**config.mk**
```make
export PLATFORM = sky130hd
export DESIGN_NAME = i2c_master_transfer_engine_flat
export DESIGN_NICKNAME = d
export VERILOG_FILES = /design/src/design/i2cm_pkg.sv /design/src/design/i2cm_tick_if.sv /design/src/design/i2cm_result_if.sv /design/src/design/i2cm_front.sv /design/src/design/i2cm_queue.sv /design/src/design/i2cm_back.sv /design/src/design/i2c_master_transfer_engine.sv /design/src/flat_wrapper.sv
export SDC_FILE = /design/constraint.sdc
export NUM_CORES = 1
export LEC_CHECK = 0
export ABC_CLOCK_PERIOD_IN_PS = 5000
export BUFFER_PORTS_ARGS = -buffer_cell sky130_fd_sc_hd__buf_2
export CAP_MARGIN = 20
export CORE_MARGIN = 2
export CORE_UTILIZATION = 62
export DETAILED_ROUTE_END_ITERATION = 10
export PLACE_DENSITY = 0.9
export REMOVE_ABC_BUFFERS = 1
export SYNTH_ARGS = -nofsm -noshare
export SYNTH_HDL_FRONTEND = slang
export SYNTH_HIERARCHICAL = 1
export SYNTH_SLANG_ARGS = --single-unit
```
**constraint.sdc**
```tcl
create_clock -name clk -period 5 [get_ports clk]
set_input_delay 0.75 -clock clk [delete_from_list [all_inputs] [get_ports clk]]
set_output_delay 0.75 -clock clk [all_outputs]
set_load 0.02 [all_outputs]
```
**src/design/i2cm_pkg.sv**
```systemverilog
package i2cm_pkg;

	localparam int unsigned MaxBytes = 255;

	typedef enum logic [1:0] {
		OP_IDLE  = 2'd0,
		OP_READ  = 2'd1,
		OP_WRITE = 2'd2,
		OP_BYTE  = 2'd3
	} opcode_t;

	typedef enum logic [1:0] {
		CFG_ADDR  = 2'd0,
		CFG_HOLD  = 2'd1,
		CFG_DELAY = 2'd2
	} cfg_index_t;

	typedef struct packed {
		logic [1:0] opcode;
		logic [7:0] byte_count;
		logic [7:0] write_byte;
		logic       scl_in;
		logic       sda_in;
	} tick_t;

	typedef struct packed {
		logic       scl_drive_low;
		logic       sda_drive_low;
		logic [7:0] read_byte;
		logic       read_valid;
		logic       byte_request;
		logic       busy_res;
		logic       done_res;
		logic       status;
		logic [7:0] bytes_done;
	} result_t;

	// classified command from the front part
	typedef struct packed {
		logic       start;
		logic       rd;
		logic       supply;
		logic [7:0] count;
		logic [7:0] wbyte;
		logic       scl;
		logic       sda;
	} cmd_t;

endpackage

```
**src/design/i2cm_tick_if.sv**
```systemverilog
interface i2cm_tick_if import i2cm_pkg::*; ();
	logic  valid;
	logic  ready;
	tick_t data;
	modport source(output valid, output data, input ready);
	modport sink(input valid, input data, output ready);
endinterface

```
**src/design/i2cm_result_if.sv**
```systemverilog
interface i2cm_result_if import i2cm_pkg::*; ();
	logic    valid;
	logic    ready;
	result_t data;
	modport source(output valid, output data, input ready);
	modport sink(input valid, input data, output ready);
endinterface

```
**src/design/i2cm_front.sv**
```systemverilog
module i2cm_front import i2cm_pkg::*; (
	input  logic clk,
	input  logic arst_n,
	input  logic in_valid,
	input  tick_t in_data,
	output logic in_ready,
	output logic cmd_valid,
	output cmd_t cmd_data,
	input  logic cmd_ready
);
	cmd_t cmd_s1;
	logic valid_s1;
	cmd_t next;

	always_comb begin
		next.start  = (in_data.opcode == OP_READ) || (in_data.opcode == OP_WRITE);
		next.rd     = (in_data.opcode == OP_READ);
		next.supply = (in_data.opcode == OP_BYTE);
		next.count  = (32'(in_data.byte_count) > MaxBytes) ? 8'(MaxBytes) : in_data.byte_count;
		next.wbyte  = in_data.write_byte;
		next.scl    = in_data.scl_in;
		next.sda    = in_data.sda_in;
	end

	assign in_ready  = !valid_s1 || cmd_ready;
	assign cmd_valid = valid_s1;
	assign cmd_data  = cmd_s1;

	always_ff @(posedge clk or negedge arst_n) begin
		if (!arst_n) begin
			valid_s1 <= 1'b0;
		end else if (in_ready) begin
			valid_s1 <= in_valid;
		end
	end

	always_ff @(posedge clk) begin
		if (in_ready && in_valid) begin
			cmd_s1 <= next;
		end
	end
endmodule

```
**src/design/i2cm_queue.sv**
```systemverilog
module i2cm_queue import i2cm_pkg::*; (
	input  logic clk,
	input  logic arst_n,
	input  logic wr_valid,
	input  cmd_t wr_data,
	output logic wr_ready,
	output logic rd_valid,
	output cmd_t rd_data,
	input  logic rd_ready
);
	cmd_t       slot_q [2];
	logic [1:0] cnt_q;
	logic       wp_q;
	logic       rp_q;
	logic       push;
	logic       pop;

	assign wr_ready = cnt_q != 2'd2;
	assign rd_valid = cnt_q != 2'd0;
	assign rd_data  = slot_q[rp_q];
	assign push     = wr_valid && wr_ready;
	assign pop      = rd_valid && rd_ready;

	always_ff @(posedge clk or negedge arst_n) begin
		if (!arst_n) begin
			cnt_q <= 2'd0;
			wp_q  <= 1'b0;
			rp_q  <= 1'b0;
		end else begin
			if (push) wp_q <= !wp_q;
			if (pop) rp_q <= !rp_q;
			cnt_q <= cnt_q + {1'b0, push} - {1'b0, pop};
		end
	end

	always_ff @(posedge clk) begin
		if (push) slot_q[wp_q] <= wr_data;
	end
endmodule

```
**src/design/i2cm_back.sv**
```systemverilog
module i2cm_back import i2cm_pkg::*; (
	input  logic        clk,
	input  logic        arst_n,
	input  logic [7:0]  addr_byte,
	input  logic [15:0] hold_ticks,
	input  logic [23:0] stop_delay,
	input  logic        cmd_valid,
	input  cmd_t        cmd_data,
	output logic        cmd_ready,
	output logic        res_valid,
	output result_t     res_data,
	input  logic        res_ready
);
	typedef enum logic [3:0] {
		PH_IDLE, PH_START_WAIT, PH_START_A, PH_START_B, PH_BIT_SETUP, PH_BIT_RISE,
		PH_BIT_HIGH, PH_WAIT_BYTE, PH_STOP_SETUP, PH_STOP_RISE, PH_STOP_DELAY,
		PH_STOP_WAIT, PH_STOP_HOLD
	} phase_t;

	phase_t      phase_q, ph_n;
	logic [3:0]  bit_q, bit_n;
	logic [7:0]  shift_q, shift_n;
	logic [15:0] hold_q, hold_n;
	logic [23:0] swait_q, swait_n;
	logic [7:0]  rem_q, rem_n;
	logic [7:0]  dcnt_q, dcnt_n;
	logic        rd_q, rd_n, scl_q, scl_n, sda_q, sda_n, addr_q, addr_n, nak_q, nak_n;
	logic        rvalid, done, elapsed, step;
	logic [15:0] hlen;
	logic [23:0] swinc;
	result_t     out_q;
	logic        oval_q;

	assign step      = cmd_valid && cmd_ready;
	assign cmd_ready = !oval_q || res_ready;
	assign res_valid = oval_q;
	assign res_data  = out_q;
	assign hlen      = (hold_ticks == 16'd0) ? 16'd1 : hold_ticks;
	assign elapsed   = ({1'b0, hold_q} + 17'd1) >= {1'b0, hlen};
	assign swinc     = swait_q + 24'd1;

	function automatic logic sampled(input logic a, input logic r, input logic [3:0] b);
		return (!a && r) ? (b < 4'd8) : (b == 4'd8);
	endfunction

	always_comb begin
		logic bidx_tmp;
		bidx_tmp = 1'b0;
		ph_n = phase_q; bit_n = bit_q; shift_n = shift_q; hold_n = hold_q;
		swait_n = swait_q; rem_n = rem_q; dcnt_n = dcnt_q; rd_n = rd_q;
		scl_n = scl_q; sda_n = sda_q; addr_n = addr_q; nak_n = nak_q;
		rvalid = 1'b0; done = 1'b0;
		// hold counter advance, cleared where elapsed
		if (phase_q == PH_START_A || phase_q == PH_START_B || phase_q == PH_BIT_SETUP
				|| phase_q == PH_BIT_HIGH || phase_q == PH_STOP_SETUP
				|| phase_q == PH_STOP_HOLD) begin
			hold_n = elapsed ? 16'd0 : hold_q + 16'd1;
		end
		unique case (phase_q)
			PH_IDLE: begin
				if (cmd_data.start) begin
					rd_n = cmd_data.rd; rem_n = cmd_data.count; dcnt_n = 8'd0;
					nak_n = 1'b0; addr_n = 1'b1; ph_n = PH_START_WAIT;
				end
			end
			PH_START_WAIT: if (cmd_data.sda) begin hold_n = 16'd0; ph_n = PH_START_A; end
			PH_START_A: if (elapsed) begin sda_n = 1'b1; ph_n = PH_START_B; end
			PH_START_B: begin
				if (elapsed) begin
					scl_n = 1'b1;
					shift_n = rd_q ? (addr_byte | 8'h01) : (addr_byte & 8'hFE);
					bit_n = 4'd0; bidx_tmp = 1'b1;
				end
			end
			PH_BIT_SETUP: if (elapsed) begin scl_n = 1'b0; ph_n = PH_BIT_RISE; end
			PH_BIT_RISE: begin
				if (cmd_data.scl) begin
					if (sampled(addr_q, rd_q, bit_q)) begin
						if (bit_q < 4'd8) begin
							shift_n = {shift_q[6:0], cmd_data.sda};
							if (bit_q == 4'd7) begin rvalid = 1'b1; dcnt_n = dcnt_q + 8'd1; end
						end else begin
							nak_n = cmd_data.sda;
						end
					end
					hold_n = 16'd0; ph_n = PH_BIT_HIGH;
				end
			end
			PH_BIT_HIGH: begin
				if (elapsed) begin
					scl_n = 1'b1;
					if (bit_q < 4'd8) begin
						bit_n = bit_q + 4'd1; bidx_tmp = 1'b1;
					end else begin
						if (!addr_q) begin
							if (!rd_q) dcnt_n = dcnt_q + 8'd1;
							if (rem_q != 8'd0) rem_n = rem_q - 8'd1;
						end
						addr_n = 1'b0;
						if (addr_q && nak_q) begin
							sda_n = 1'b1; hold_n = 16'd0; ph_n = PH_STOP_SETUP;
						end else begin
							nak_n = 1'b0;
							if (rem_n == 8'd0) begin
								sda_n = 1'b1; hold_n = 16'd0; ph_n = PH_STOP_SETUP;
							end else if (rd_q) begin
								shift_n = 8'd0; bit_n = 4'd0; bidx_tmp = 1'b1;
							end else begin
								ph_n = PH_WAIT_BYTE;
							end
						end
					end
				end
			end
			PH_WAIT_BYTE: begin
				if (cmd_data.supply) begin
					shift_n = cmd_data.wbyte; bit_n = 4'd0; bidx_tmp = 1'b1;
				end
			end
			PH_STOP_SETUP: if (elapsed) begin scl_n = 1'b0; ph_n = PH_STOP_RISE; end
			PH_STOP_RISE: begin
				if (cmd_data.scl) begin
					swait_n = 24'd0;
					if (stop_delay == 24'd0) begin sda_n = 1'b0; ph_n = PH_STOP_WAIT; end
					else ph_n = PH_STOP_DELAY;
				end
			end
			PH_STOP_DELAY: begin
				swait_n = swinc;
				if (swinc >= stop_delay) begin sda_n = 1'b0; ph_n = PH_STOP_WAIT; end
			end
			PH_STOP_WAIT: if (cmd_data.sda) begin hold_n = 16'd0; ph_n = PH_STOP_HOLD; end
			PH_STOP_HOLD: if (elapsed) begin ph_n = PH_IDLE; done = 1'b1; end
			default: ph_n = PH_IDLE;
		endcase
		// enter a bit slot using the updated bit index and shift byte
		if (bidx_tmp) begin
			if (sampled(addr_n, rd_n, bit_n)) sda_n = 1'b0;
			else if (bit_n < 4'd8) sda_n = !shift_n[3'(4'd7 - bit_n)];
			else sda_n = (rem_n != 8'd1);
			hold_n = 16'd0; ph_n = PH_BIT_SETUP;
		end
	end

	always_ff @(posedge clk or negedge arst_n) begin
		if (!arst_n) begin
			phase_q <= PH_IDLE; bit_q <= '0; shift_q <= '0; hold_q <= '0; swait_q <= '0;
			rem_q <= '0; dcnt_q <= '0; rd_q <= 1'b0; scl_q <= 1'b0; sda_q <= 1'b0;
			addr_q <= 1'b0; nak_q <= 1'b0; oval_q <= 1'b0;
		end else begin
			if (res_ready) oval_q <= 1'b0;
			if (step) begin
				phase_q <= ph_n; bit_q <= bit_n; shift_q <= shift_n; hold_q <= hold_n;
				swait_q <= swait_n; rem_q <= rem_n; dcnt_q <= dcnt_n; rd_q <= rd_n;
				scl_q <= scl_n; sda_q <= sda_n; addr_q <= addr_n; nak_q <= nak_n;
				oval_q <= 1'b1;
			end
		end
	end

	always_ff @(posedge clk) begin
		if (step) begin
			out_q.scl_drive_low <= scl_n;
			out_q.sda_drive_low <= sda_n;
			out_q.read_byte     <= rvalid ? shift_n : 8'd0;
			out_q.read_valid    <= rvalid;
			out_q.byte_request  <= ph_n == PH_WAIT_BYTE;
			out_q.busy_res      <= ph_n != PH_IDLE;
			out_q.done_res      <= done;
			out_q.status        <= done && nak_n;
			out_q.bytes_done    <= dcnt_n;
		end
	end
endmodule

```
**src/design/i2c_master_transfer_engine.sv**
```systemverilog
// A tick passes the front register, a two-entry queue that absorbs stalls, and the back
// output register. Throughput: one tick per cycle while out_result.ready is high.
// The back part's bus sequencer updates once per tick, so line timing follows the ticks.
// Reset (arst_n low, asynchronous): sequencer idle, lines released, queue empty,
// slave_address_byte 0, hold_ticks 500, stop_delay_ticks 50000.
module i2c_master_transfer_engine import i2cm_pkg::*; (
	input  logic          clk,
	input  logic          arst_n,
	i2cm_tick_if.sink     in_tick,
	i2cm_result_if.source out_result,
	input  logic          cfg_we,
	input  logic [1:0]    cfg_index,
	input  logic [23:0]   cfg_data
);
	logic [7:0]  addr_q;
	logic [15:0] hold_q;
	logic [23:0] delay_q;
	logic        f_valid, f_ready, b_valid, b_ready;
	cmd_t        f_data, b_data;

	always_ff @(posedge clk or negedge arst_n) begin
		if (!arst_n) begin
			addr_q  <= 8'd0;
			hold_q  <= 16'd500;
			delay_q <= 24'd50000;
		end else if (cfg_we) begin
			unique case (cfg_index)
				CFG_ADDR:  addr_q  <= cfg_data[7:0];
				CFG_HOLD:  hold_q  <= cfg_data[15:0];
				CFG_DELAY: delay_q <= cfg_data;
				default: ;
			endcase
		end
	end

	i2cm_front u_front (
		.clk(clk), .arst_n(arst_n),
		.in_valid(in_tick.valid), .in_data(in_tick.data), .in_ready(in_tick.ready),
		.cmd_valid(f_valid), .cmd_data(f_data), .cmd_ready(f_ready)
	);

	i2cm_queue u_queue (
		.clk(clk), .arst_n(arst_n),
		.wr_valid(f_valid), .wr_data(f_data), .wr_ready(f_ready),
		.rd_valid(b_valid), .rd_data(b_data), .rd_ready(b_ready)
	);

	i2cm_back u_back (
		.clk(clk), .arst_n(arst_n),
		.addr_byte(addr_q), .hold_ticks(hold_q), .stop_delay(delay_q),
		.cmd_valid(b_valid), .cmd_data(b_data), .cmd_ready(b_ready),
		.res_valid(out_result.valid), .res_data(out_result.data),
		.res_ready(out_result.ready)
	);

	a_status_done: assert property (@(posedge clk) disable iff (!arst_n)
		out_result.valid && out_result.data.status |-> out_result.data.done_res)
		else $error("status without done");
	a_read_idle: assert property (@(posedge clk) disable iff (!arst_n)
		out_result.valid && out_result.data.read_valid |-> out_result.data.busy_res)
		else $error("read byte outside transfer");
	a_req_busy: assert property (@(posedge clk) disable iff (!arst_n)
		out_result.valid && out_result.data.byte_request |-> out_result.data.busy_res)
		else $error("byte request while idle");
endmodule

```
**src/flat_wrapper.sv**
```systemverilog
// flat-port wrapper written by rule: the top's interface ports become plain ports
module i2c_master_transfer_engine_flat import i2cm_pkg::*;
  (clk, arst_n, cfg_we, cfg_index, cfg_data, in_tick_valid, in_tick_data, in_tick_ready, out_result_valid, out_result_data, out_result_ready);
  i2cm_tick_if in_tick_i ();
  i2cm_result_if out_result_i ();
  input  logic clk;
  input  logic arst_n;
  input  logic cfg_we;
  input  logic [1:0] cfg_index;
  input  logic [23:0] cfg_data;
  input wire logic [$bits(in_tick_i.valid)-1:0] in_tick_valid;
  input wire logic [$bits(in_tick_i.data)-1:0] in_tick_data;
  output wire logic [$bits(in_tick_i.ready)-1:0] in_tick_ready;
  output wire logic [$bits(out_result_i.valid)-1:0] out_result_valid;
  output wire logic [$bits(out_result_i.data)-1:0] out_result_data;
  input wire logic [$bits(out_result_i.ready)-1:0] out_result_ready;
  assign in_tick_i.valid = in_tick_valid;
  assign in_tick_i.data = in_tick_data;
  assign in_tick_ready = in_tick_i.ready;
  assign out_result_valid = out_result_i.valid;
  assign out_result_data = out_result_i.data;
  assign out_result_i.ready = out_result_ready;
  i2c_master_transfer_engine u_core (.clk(clk), .arst_n(arst_n), .in_tick(in_tick_i), .out_result(out_result_i), .cfg_we(cfg_we), .cfg_index(cfg_index), .cfg_data(cfg_data));
endmodule
```
---- Word-level counts from Yosys, hierarchy flattened ----
Memory sizes are Yosys's and may differ from the RTL's.
Index checks and enable logic that the tools add are counted.
storage, ports and cells
  register bits ........................... 175
  memory bits (writable) .................. 42
  input bits .............................. 51
  output and inout bits ................... 25
  word-level logic and storage cells ...... 236
  memories ................................ 1
operators by class
  $add $sub $neg .......................... 9
  order comparisons ....................... 5
  equal/unequal tests ..................... 24
  mux-type cells .......................... 121
  reductions and logical operators ........ 40
memories
  name                   words  width  rd ports  clocked after Yosys merged registers in  wr ports  line              text
  u_core.u_queue.slot_q  2      21     1         0                                        1         i2cm_queue.sv:11  cmd_t slot_q [2];
operators with widths
  operator               count
  $mux 8                 27
  $mux 16                10
  $mux 4                 23
  $pmux 16 s3            1
  $pmux 24 s2            1
  $pmux 4 s12            1
  $mux 1                 47
  $pmux 8 s4             1
  $eq 4x4->1 const B     7
  $add 24x1->24 const B  1
  $eq 4x3->1 const B     6
  $ge 24x24->1           1
  $logic_not 24->1       1
  $mux 24                1
  $pmux 8 s3             1
  $add 16x1->17 const B  1
  $ge 17x16->1           1
  $add 16x1->16 const B  1
  $logic_not 16->1       1
  $pmux 8 s2             1
  $pmux 4 s3             1
  $add 8x1->8 const B    1
  $eq 4x2->1 const B     2
  $logic_not 8->1        1
  other kinds (28)       60

---- Longest topological paths before layout ----
Gate-level depths: netlist of run 1.
  depth in word-level cells ............... 19
  gate-level depth with buffers ........... 19
  depth with buffers taken out ............ 18

---- Cells and area by module ----
Netlist of run 1, hierarchy kept.
modules (own cells, without submodules)
  module                      times used  cells each  area each (um2)
  i2cm_back                   1           944         7,828.8
  i2c_master_transfer_engine  1           102         1,838.0
  i2cm_queue                  1           87          1,741.7
  i2cm_front                  1           29          716.9

---- Worst setup path before layout of run 1 ----
Ideal clock, no wire load.
  kind .................................... flip-flop to flip-flop
  start ................................... register u_core.u_back.hold_q[0]
  end ..................................... register u_core.u_back.out_q, in the netlist u_core/u_back/res_data[21] (data pin)
  library setup time ...................... 0.267 ns
  arrival ................................. 4.127 ns
  data required time ...................... 4.733 ns
  setup slack ............................. 0.606 ns
  cell stages (with the launch flop) ...... 18
  clock period less this slack ............ 4.394 ns
  cells stage by stage .................... dfrtp_1 > ha_1 > nand2_1 > nor3_2 > and3_1 > and3_1 > xor2_1 > ha_1 > o21ai_0 > nor4_1 > a22oi_1 > and4_1 > clkbuf_1 > nor4_1 > nor3_1 > nand4_1 > or4_1 > o2bb2ai_1
between the ends
  cells in the longest elaborated chain, start to end .. 11
  elaborated cells on any way between the ends .. 31
  those cells by class .................... add/sub (2); order compare (2); eq/ne (2); mux (22); reduce/logical (3)
RTL lines
  item                              line                              text
  from (decl)                       i2cm_back.sv:23                   logic [15:0] hold_q, hold_n;
  from (signal assigned)            i2cm_back.sv:153                  phase_q <= ph_n; bit_q <= bit_n; shift_q <= shift_n; hold_q <= hold_n;
  $add 16x1->17 *                   i2cm_back.sv:39                   assign elapsed = ({1'b0, hold_q} + 17'd1) >= {1'b0, hlen};
  $ge 17x16->1 *                    i2cm_back.sv:39
  $mux 4, on equally long branches  i2cm_back.sv:90, i2cm_back.sv:69
  $pmux 4 s3                        i2cm_back.sv:59                   unique case (phase_q)
  $sub 3x3->3                       i2cm_back.sv:139                  else if (bit_n < 4'd8) sda_n = !shift_n[3'(4'd7 - bit_n)];
  $bmux 1 s3                        i2cm_back.sv:139
  $mux 1 (implied by the code)      i2cm_back.sv:139
  $logic_not 1->1                   i2cm_back.sv:139
  $mux 1                            i2cm_back.sv:139
  $mux 1                            i2cm_back.sv:138                  if (sampled(addr_n, rd_n, bit_n)) sda_n = 1'b0;
  $mux 1 *                          i2cm_back.sv:137                  if (bidx_tmp) begin
  via u_core.u_back.sda_n           i2cm_back.sv:27                   logic rd_q, rd_n, scl_q, scl_n, sda_q, sda_n, addr_q, addr_n, nak_q, nak_n;
  to (decl)                         i2cm_back.sv:31                   result_t out_q;
The timed path passes the listed nets; every way through them passes the cells marked *. The select of a mux whose other input is x is not followed.
A chain may end at the register's enable or synchronous reset.

---- Worst setup path after layout of run 1 ----
  start ................................... register u_core.u_back.hold_q[0]
  end ..................................... register u_core.u_back.hold_q[2]
between the ends
  cells in the longest elaborated chain, start to end .. 10
  elaborated cells on any way between the ends .. 16
  those cells by class .................... add/sub (2); order compare (1); mux (13)
RTL lines
  item           line              text
  $add 16x1->17  i2cm_back.sv:39
  $ge 17x16->1   i2cm_back.sv:39
  $mux 16        i2cm_back.sv:57   hold_n = elapsed ? 16'd0 : hold_q + 16'd1;
  $mux 16        i2cm_back.sv:54   if (phase_q == PH_START_A || phase_q == PH_START_B || phase_q == PH_BIT_SETUP
  $mux 16        i2cm_back.sv:104  if (rem_n == 8'd0) begin
  $mux 16        i2cm_back.sv:100  if (addr_q && nak_q) begin
  $mux 16        i2cm_back.sv:92   if (bit_q < 4'd8) begin
  $mux 16        i2cm_back.sv:90   if (elapsed) begin
  $pmux 16 s3    i2cm_back.sv:59
  $mux 16 *      i2cm_back.sv:137
Mark *: on every way between the ends. The rest lies on a longest branch, timed or not.

==> results of run 1 <==
## registers in the layout, summed over array words and instances (netlist names), 7 cells and up
| register | flops |
|---|---|
| u_core/u_queue/slot_q | 42 |
| u_core/u_front/cmd_data | 21 |
| u_core/hold_q | 16 |
| u_core/u_back/dcnt_q | 8 |
| u_core/delay_q | 24 |
| u_core/u_back/hold_q | 16 |
| u_core/u_back/rem_q | 8 |
| u_core/u_back/res_data | 23 |
| u_core/u_back/shift_q | 8 |
| u_core/addr_q | 7 |
| u_core/u_back/swait_q | 24 |
## routing by layer
| layer | global-route usage (%) | wire length [µm] | vias up |
|---|---|---|---|
| li1 | - | - | 4445 |
| met1 | 36.9 | 11700 | 4606 |
| met2 | 48.8 | 14400 | 495 |
| met3 | 4.37 | 2180 | 101 |
| met4 | 12.1 | 1110 | 0 |
| met5 | 0 | 0 | - |
## layout by cell type (no fill, tap or decap), drive strengths merged, types with 6 or more instances in the layout
| master | count |
|---|---|
| mux2 | 75 |
| mux2i | 14 |
| o22ai | 6 |
| nor2 | 77 |
| dfstp | 12 |
| nand3 | 44 |
| nand4 | 24 |
| inv | 56 |
| nor4 | 21 |
| edfxtp | 86 |
| o21ai | 71 |
| a22o | 12 |
| xor2 | 19 |
| buf | 94 |
| nor2b | 16 |
| and3 | 16 |
| clkinvlp | 6 |
| nand2b | 10 |
| xnor2 | 24 |
| and2 | 13 |
| clkbuf | 24 |
| o31ai | 11 |
| a32o | 22 |
| dfrtp | 118 |
| a31oi | 12 |
| ha | 49 |
| nand2 | 134 |
| o211ai | 6 |
| a221o | 6 |
| a21oi | 40 |
| nor3 | 24 |
## critical path, delay by kind of cell (launching register included)
| family | cells | cell delay (ns) |
|---|---|---|
| XOR/XNOR | 1 | 0.24 |
| AO/OA/AOI/OAI | 7 | 1.59 |
| buffers and inverters | 1 | 0.28 |
| flip-flops | 1 | 0.42 |
| adder cells (fa/ha/maj) | 2 | 0.57 |
| AND/OR/NAND/NOR | 7 | 1.50 |
## where the power goes
group          switching, mW  internal [mW]  total [mW]
Clock                  0.718           1.11        1.83
Combinational           1.44          0.864        2.31
Sequential             0.382           2.30        2.68
## cell type report
class                   count  share of cell area, %
clock buffers              24                   4.28
clock inverters            18                   1.77
flip-flops and latches    216                   43.2
well taps                 265                   2.45
repair buffers             94                   3.84
multi-input cells         837                   43.0
inverters                  54                   1.50
## metrics by stage
stage          hold WS, ns  cells  setup slack [ns]  util, %  instance area [µm²]
2_1_floorplan        0.421   1107             0.432        -                11900
3_3_place_gp         0.422   1464             0.321     65.8                12700
6_report             0.323   1508             0.295     70.3                13500
5_1_grt              0.378   1508            0.0203     70.3                13500
3_5_place_dp         0.434   1464             0.200     65.8                12700
4_1_cts              0.357   1506             0.150     70.1                13500
## how the worst max path moves through the flow
stage,end,slack [ns]
2_1_floorplan,u_core/u_back/res_data[21],0.43
3_3_place_gp,u_core/u_back/res_data[21],0.32
3_5_place_dp,u_core/u_back/res_data[21],0.20
4_1_cts,u_core/u_back/res_data[21],0.15
5_1_grt,u_core/u_back/hold_q[2],0.02
6_report,u_core/u_back/hold_q[2],0.30
## repair_timing
item	in CTS	in global routing
endpoints found under the setup margin	0	26
setup buffers	0	2
resized for setup	0	8
==> results.cfg, run 1 <==
[clocking]
cts.path.max_buffers = 3
clock-sinks = 216
htreeDepth = 1
cts_root_buf = clkbuf_16
cts_buffers = 23
ctsHoldBuffers = 0
tritoncts = yes
clkLatencyLatePin_ns = 0.52
clkTransAtPathRegs_ns = 0.06

[worst_setup_path]
crit_chain = ha_1 -> nand2_1 -> nor3_2 -> and3_1 -> and3_1 -> xor2_1 -> ha_1 -> a211oi_1 -> o21ai_0 -> a22oi_2 -> a41oi_2 -> buf_4 -> and2_1 -> o22ai_1 -> nand3_1 -> nand2_1 -> o21ai_0 -> o21ai_1
cp_max_fo = 16
crit_required_ns = 5.43
critPathLaunch = u_core/u_back/hold_q[0]
worstRegToRegCells = 18
slowest_delay_ns = 0.45
cp-end-kind = flop
crit_type = reg -> reg
r2r-start = u_core/u_back/hold_q[0]
crit_slowest_cell = nand2_1
worstReg2RegEnd = u_core/u_back/hold_q[2]
rrSetupSlack_ns = 0.30
critPathLaunchType = flop
worstPathArrival_ns = 5.13

[timing]
slew_headroom_pct = 36.9
setup_tns_ns = 0
drv_slew = 0
fmax_mhz = 213
tightest_slew_ns = 0.944
fin_skew_ns = 0.00619
rsz0062_at_grt = no
min_period_over_period_pct = 94.1
period_minus_slack_ns = 4.70
setup_viol = 0
hold_viol = 0

[final_layout]
layout.nets = 1326
fillCellCount = 1421
multiInputGateArea_mm2 = 0.00582
n_antenna_cell = 0
syn_to_final_growth_pct = 12.0
regArea_mm2 = 0.00585
drive_gt1_share_pct = 20.8

[flow_run]
maxCapViolCount = 0

[placed_design]
hpwl_um = 20500
numPortBuffers = 75
place.gp.congestion = 0.970

[drt]
drt_iter0_drc = 1147
vias_per_cell = 6.40
vias = 9647
wl_per_cell_um = 19.5
drc_errors = 0
firstDrtPassIters = 5
wl_um = 29400
ant_nets = 0

[grt]
grt_antenna_before_repair = 0
grt-ovfl-total = 0
grt_max_degree = 61
grt_pass1_wl_um = 47000
grt_util_all_layers_pct = 28.7
first_global_vias = 9354

[power_and_ir_drop]
peakVddDrop_v = 0.000412
leakagePower_nw = 5.75
p_per_area_mw_per_mm2 = 503
total_power_mw = 6.82

[synth]
yosys_warnings = 6
netlist_area_mm2 = 0.0121
syn_area_per_cell_um2 = 10.4
synthCells = 1160

[floorplanning]
die_y_um = 144
start_util_pct = 62.7
die_w_um = 144
io_pins = 76
core_mm2 = 0.0193
dieArea_mm2 = 0.0206
rows = 51

[outcome]
status = finished clean

[min_path]
hold_path_class = in -> async
Note: power is estimated with default switching activity, not from simulation.
==> run 2, diff against run 1 <==
Settings changed: CORE_UTILIZATION 62 to 61, PLACE_DENSITY 0.9 to 0.89, SYNTH_HIERARCHICAL 1 to unset.
==> run 2 against run 1 <==
Net effect:
- global-route usage shrank 1.5 points
- clock skew increased by 0.013 ns
- synthesized cell count fell by 2.0%
- count of clock-buffer cells in the layout grew 6
- non-clock buffer count increased by 2
- utilization grew 0.31 points
- worst setup slack worse by 0.0074 ns
- flip-flop and latch count stayed put
- via count is 4.6% lower
- sequential share of layout area rose by 0.83 points
- area after synthesis fell by 2.8%
- combinational power decreased by 8%
- critical path type unchanged
- largest cell class unchanged
- largest power group unchanged
==> results.cfg, run 2 <==
[final_layout]
most-common-layout-cells = 120 x nand2_1, 117 x dfrtp_1, 86 x o21ai_0, 86 x edfxtp_1, 82 x nor2_1
syn_to_final_growth_pct = 13.2
layout.nets = 1308
layout.cells.non_filler = 1485
top_regs = u_core.u_queue.slot_q x42, u_core.delay_q x24, u_core.u_back.swait_q x24
fin_util_pct = 70.6
n_antenna_cell = 0
final_cell_area_mm2 = 0.0133
final_common_cell = nand2_1
drive_gt1_share_pct = 19.5
largest_reg_flops = 42
largest_register = u_core.u_queue.slot_q

[drt]
vias_per_cell = 6.20
wl_per_cell_um = 18.3
drt_iter0_drc = 960
drc_errors = 0
firstDrtPassIters = 6
ant_nets = 0
vias = 9202
wl_um = 27200

[worst_setup_path]
cp.depth = 18
crit_required_ns = 5.27
crit_slowest_cell = dfrtp_2
cp_max_fo = 7
worstPathArrival_ns = 4.98
crit_chain = ha_2 -> nand4_1 -> nor2_4 -> and3_1 -> xor2_1 -> ha_1 -> a211oi_1 -> o21ai_0 -> a221o_1 -> o31ai_2 -> buf_4 -> nor2_1 -> a2111oi_4 -> or2_4 -> mux2_4 -> o211a_1 -> nor3_4 -> a22oi_2
critPathLaunchType = flop
cp-end-kind = flop
crit_buf_inv = 1
worstRegToRegCells = 18
slowest_delay_ns = 0.41
crit_type = reg -> reg
cp_top_family = compound AO/OA/AOI/OAI gates

[timing]
postLayoutSetupSlackWorst_ns = 0.288
fmax_mhz = 212
period_minus_slack_ns = 4.71
slew_headroom_pct = 31.0
hold_viol = 0
setup_tns_ns = 0
setup_viol = 0
fin_skew_ns = 0.0193
tightest_slew_ns = 1.04
drv_slew = 0
whs_ns = 0.352
min_period_over_period_pct = 94.2

[placed_design]
hpwl_um = 19000
dp_slack_ns = 0.101
dp_cells = 1440
numPortBuffers = 75
place.gp.congestion = 0.905
post_dp_cell_area_mm2 = 0.0124

[synth]
yosysSeqAreaShare_pct = 49.8
yosys_warnings = 0
post-synth-top-count-cell = nand2_1
synth_area_leaders = dfrtp_1 25%, edfxtp_1 22%, ha_1 5.3%
synthArstFlopShare_pct = 60.2
synth_edf_count = 86
yosysTopAreaCell = dfrtp_1
synth_ff_type = dfrtp_1
synth_cell_types = 77
synthCells = 1137
synth.top_cell.area_share_pct = 25.1
syn_area_per_cell_um2 = 10.3
netlist_area_mm2 = 0.0117
synth_common_cells = 120 x nand2_1, 118 x dfrtp_1, 87 x o21ai_0, 86 x edfxtp_1, 84 x nor2_1
ys_ff_latch = 216

[clocking]
clkTransAtPathRegs_ns = 0.07
clock-sinks = 216
cts_buffers = 24
htreeDepth = 1
cts.path.max_buffers = 3
cts_setup_buffers = 0
clkLatencyLatePin_ns = 0.53
cts_root_buf = clkbuf_16
tritoncts = yes

[grt]
grt_max_degree = 79
grt-ovfl-total = 0
grt_util_all_layers_pct = 27.2
first_global_vias = 9010
grt_antenna_before_repair = 0
grt_pass1_wl_um = 44700

[power_and_ir_drop]
clkPwrFrac_pct = 27.6
sw_frac_of_total_pct = 36.8
comb_power_share_pct = 32.3
p_seq_share_pct = 40.1
p_int_mw = 4.17
total_power_mw = 6.60
leakagePower_nw = 5.84
p_sw_mw = 2.43
p_per_area_mw_per_mm2 = 497
peakVddDrop_v = 0.000529

[outcome]
status = finished clean

[floorplanning]
dieArea_mm2 = 0.0204
core_mm2 = 0.0188
rows = 50
start_util_pct = 62.4
die_y_um = 143
die_w_um = 143
io_pins = 76

[flow_run]
maxCapViolCount = 0

[min_path]
hold_path_class = in -> async
## run 2: power groups by stage
stage / Combinational, mW / Sequential, mW / Clock, mW
finish: 2.13 / 2.65 / 1.82
global route: 2.36 / 2.69 / 1.92
CTS: 2.10 / 2.63 / 1.84
detailed placement: 2.07 / 2.66 / 0
global placement: 2.03 / 2.63 / 0
floorplan: 1.38 / 2.67 / 0
## run 2: worst paths after layout
path | start | end | slack, ns
min in group clk | in_tick_data[4] | u_core.u_front.cmd_data[4] | 0.40
worst max register to register | u_core.u_back.hold_q[0] | u_core.u_back.res_data[21] | 0.29
worst min register to register | u_core.u_front.cmd_data[2] | u_core.u_queue.slot_q[0][2] | 0.45
worst min-delay path | arst_n | u_core.u_back.swait_q[7] | 0.35
worst max-delay path | u_core.u_back.hold_q[0] | u_core.u_back.res_data[21] | 0.29
max in group asynchronous | arst_n | u_core.u_back.dcnt_q[1] | 3.81
## run 2: layout make-up
cell class / count / area, µm²
clock buffers: 30 / 673
inverters: 58 / 218
clock inverters: 14 / 165
fillers: 1347 / 5540
flip-flops and latches: 216 / 5850
repair buffers: 96 / 541
well taps: 260 / 325
multi-input cells: 811 / 5520
## run 2: per-layer routing
metal	track usage (%)	vias to the layer above	share of wire (%)
li1	-	4299	-
met1	37.2	4456	44
met2	44.8	381	48
met3	3.72	66	5.9
met4	9.64	0	2.9
met5	0	-	0
## run 2: timing repair
item	4_1_cts	5_1_grt
hold endpoints to repair	0	0
pin swaps	0	1
hold buffers	0	0
setup endpoints to repair	1	2
resized for setup	1	7
## run 2: cell families after synthesis
kind of cell	Yosys count	synth area share (%)
flops	216	49.8
mux	79	7.36
simple gates	370	15.2
compound gates	270	15.6
xor+xnor	42	3.13
buf+inv	110	3.60
fa+ha+maj	50	5.32
==> run 3, diff against run 2 <==
Settings changed: CORE_UTILIZATION 61 to 33, PLACE_DENSITY 0.89 to 0.58.
==> run 3 against run 2 <==
Net effect:
- count of clock-buffer cells in the layout increased by 1
- register-to-register slack improved by 0.09 ns
- hold slack got worse by 0.31 ns
- global-route usage decreased by 11 points
- first-iteration DRC count decreased by 39%
- critical path depth increased by 1
- die area increased by 82%
- flip-flop and latch count unchanged
- critical endpoint unchanged
==> results.cfg, run 3 (synthesis gave the netlist of run 2 again) <==
[grt]
grt_max_degree = 76
grt_pass1_wl_um = 46600
first_global_vias = 8576
grt_antenna_before_repair = 0
grt-ovfl-total = 0
grt_util_all_layers_pct = 15.8

[outcome]
status = finished clean

[worst_setup_path]
crit_slowest_cell = dfrtp_1
cp.depth = 19
crit_required_ns = 5.30
cp-end-kind = flop
cp_top_family = simple AND/OR/NAND/NOR gates
cp_max_fo = 7
slowest_delay_ns = 0.45
crit_buf_inv = 2
critPathLaunch = u_core.u_back.hold_q[2]
critPathLaunchType = flop
crit_type = reg -> reg
worstPathArrival_ns = 4.92
r2r-start = u_core.u_back.hold_q[2]
worstRegToRegCells = 19
crit_chain = nand3_1 -> nor2_1 -> and3_1 -> nand2_1 -> nor2_1 -> xor2_1 -> ha_1 -> o21a_1 -> a221o_1 -> o31ai_1 -> buf_4 -> buf_4 -> nor3_1 -> and2_1 -> or2_4 -> mux2_4 -> o211a_1 -> nor3_4 -> a22oi_2

[clocking]
clkLatencyLatePin_ns = 0.55
htreeDepth = 1
clock-sinks = 216
tritoncts = yes
cts.path.max_buffers = 3
clkTransAtPathRegs_ns = 0.06
cts_root_buf = clkbuf_16
cts_buffers = 26

[timing]
hold_viol = 0
setup_viol = 0
postLayoutSetupSlackWorst_ns = 0.382
fmax_mhz = 217
fin_skew_ns = 0.0208
tightest_slew_ns = 0.970
slew_headroom_pct = 35.3
period_minus_slack_ns = 4.62
min_period_over_period_pct = 92.4
drv_slew = 0

[flow_run]
maxCapViolCount = 0

[placed_design]
hpwl_um = 20800
dp_slack_ns = 0.167
place.gp.congestion = 0.876
numPortBuffers = 75

[final_layout]
most-common-layout-cells = 120 x nand2_1, 117 x dfrtp_1, 86 x o21ai_0, 86 x edfxtp_1, 82 x nor2_1
layout.nets = 1312
final_common_cell = nand2_1
largest_reg_flops = 42
drive_gt1_share_pct = 19.4
syn_to_final_growth_pct = 16.1
largest_register = u_core.u_queue.slot_q
top_regs = u_core.u_queue.slot_q x42, u_core.delay_q x24, u_core.u_back.swait_q x24
n_antenna_cell = 0

[drt]
wl_met2_um = 13100
firstDrtPassIters = 5
drc_errors = 0
top_layer = met4
vias_per_cell = 5.22
drt_iter0_drc = 588
ant_nets = 0
met3_length_um = 1230
wl_per_cell_um = 17.2
wl_um = 29000
wl_met1_um = 13800
vias = 8827

[floorplanning]
die_y_um = 193
die_w_um = 193
start_util_pct = 33.3
rows = 69
io_pins = 76
dieArea_mm2 = 0.0371
core_mm2 = 0.0353

[power_and_ir_drop]
leakagePower_nw = 5.89
total_power_mw = 6.74
peakVddDrop_v = 0.000248
p_per_area_mw_per_mm2 = 494

[min_path]
hold_path_class = in -> async
run 3: final timing paths:
path                                           endpoint  slack (ns)
setup / recovery             u_core.u_back.res_data[21]        0.38
hold / removal                  u_core.u_back.hold_q[8]        0.04
setup reg to reg             u_core.u_back.res_data[21]        0.38
hold reg to reg            u_core.u_queue.slot_q[0][13]        0.44
max in group asynchronous        u_core.u_back.rem_q[7]        4.03
min in group clk             u_core.u_front.cmd_data[3]        0.37
run 3: what timing repair did:
action                                  CTS  global route
endpoints found under the setup margin    0             7
resized for setup                         0             6
setup buffers                             0             5
hold buffers                              0             0
run 3: power breakdown:
| part | total, mW | internal (mW) | switching, mW |
|---|---|---|---|
| sequential | 2.65 | 2.30 | 0.346 |
| combinational | 2.13 | 0.793 | 1.33 |
| clock | 1.96 | 1.19 | 0.769 |
run 3: final cells by class:
type	count	area [µm²]
Clock buffer	31	689
Clock inverter	16	208
Fill cell	3462	21700
Inverter	58	218
Multi-Input combinational cell	811	5520
Sequential cell	216	5850
Tap cell	461	577
Timing Repair Buffer	98	578
run 3: per-stage QoR:
stage / setup TNS (ns) / area [µm²] / std cells / hold WS [ns] / util (%)
2_1_floorplan: -25.53 / 11500 / 1085 / 0.421 / -
3_3_place_gp: 0 / 12600 / 1637 / 0.426 / 35.8
3_5_place_dp: 0 / 12600 / 1637 / 0.432 / 35.8
4_1_cts: 0 / 13500 / 1684 / 0.351 / 38.3
5_1_grt: -0.0210 / 13600 / 1691 / 0.0323 / 38.6
6_report: 0 / 13600 / 1691 / 0.0407 / 38.6
run 3: metal layers:
metal | vias to the layer above | GRT usage, %
met4 | 0 | 5.05
met1 | 4234 | 22.0
li1 | 4312 | -
met2 | 215 | 25.2
met5 | - | 0
met3 | 66 | 2.47
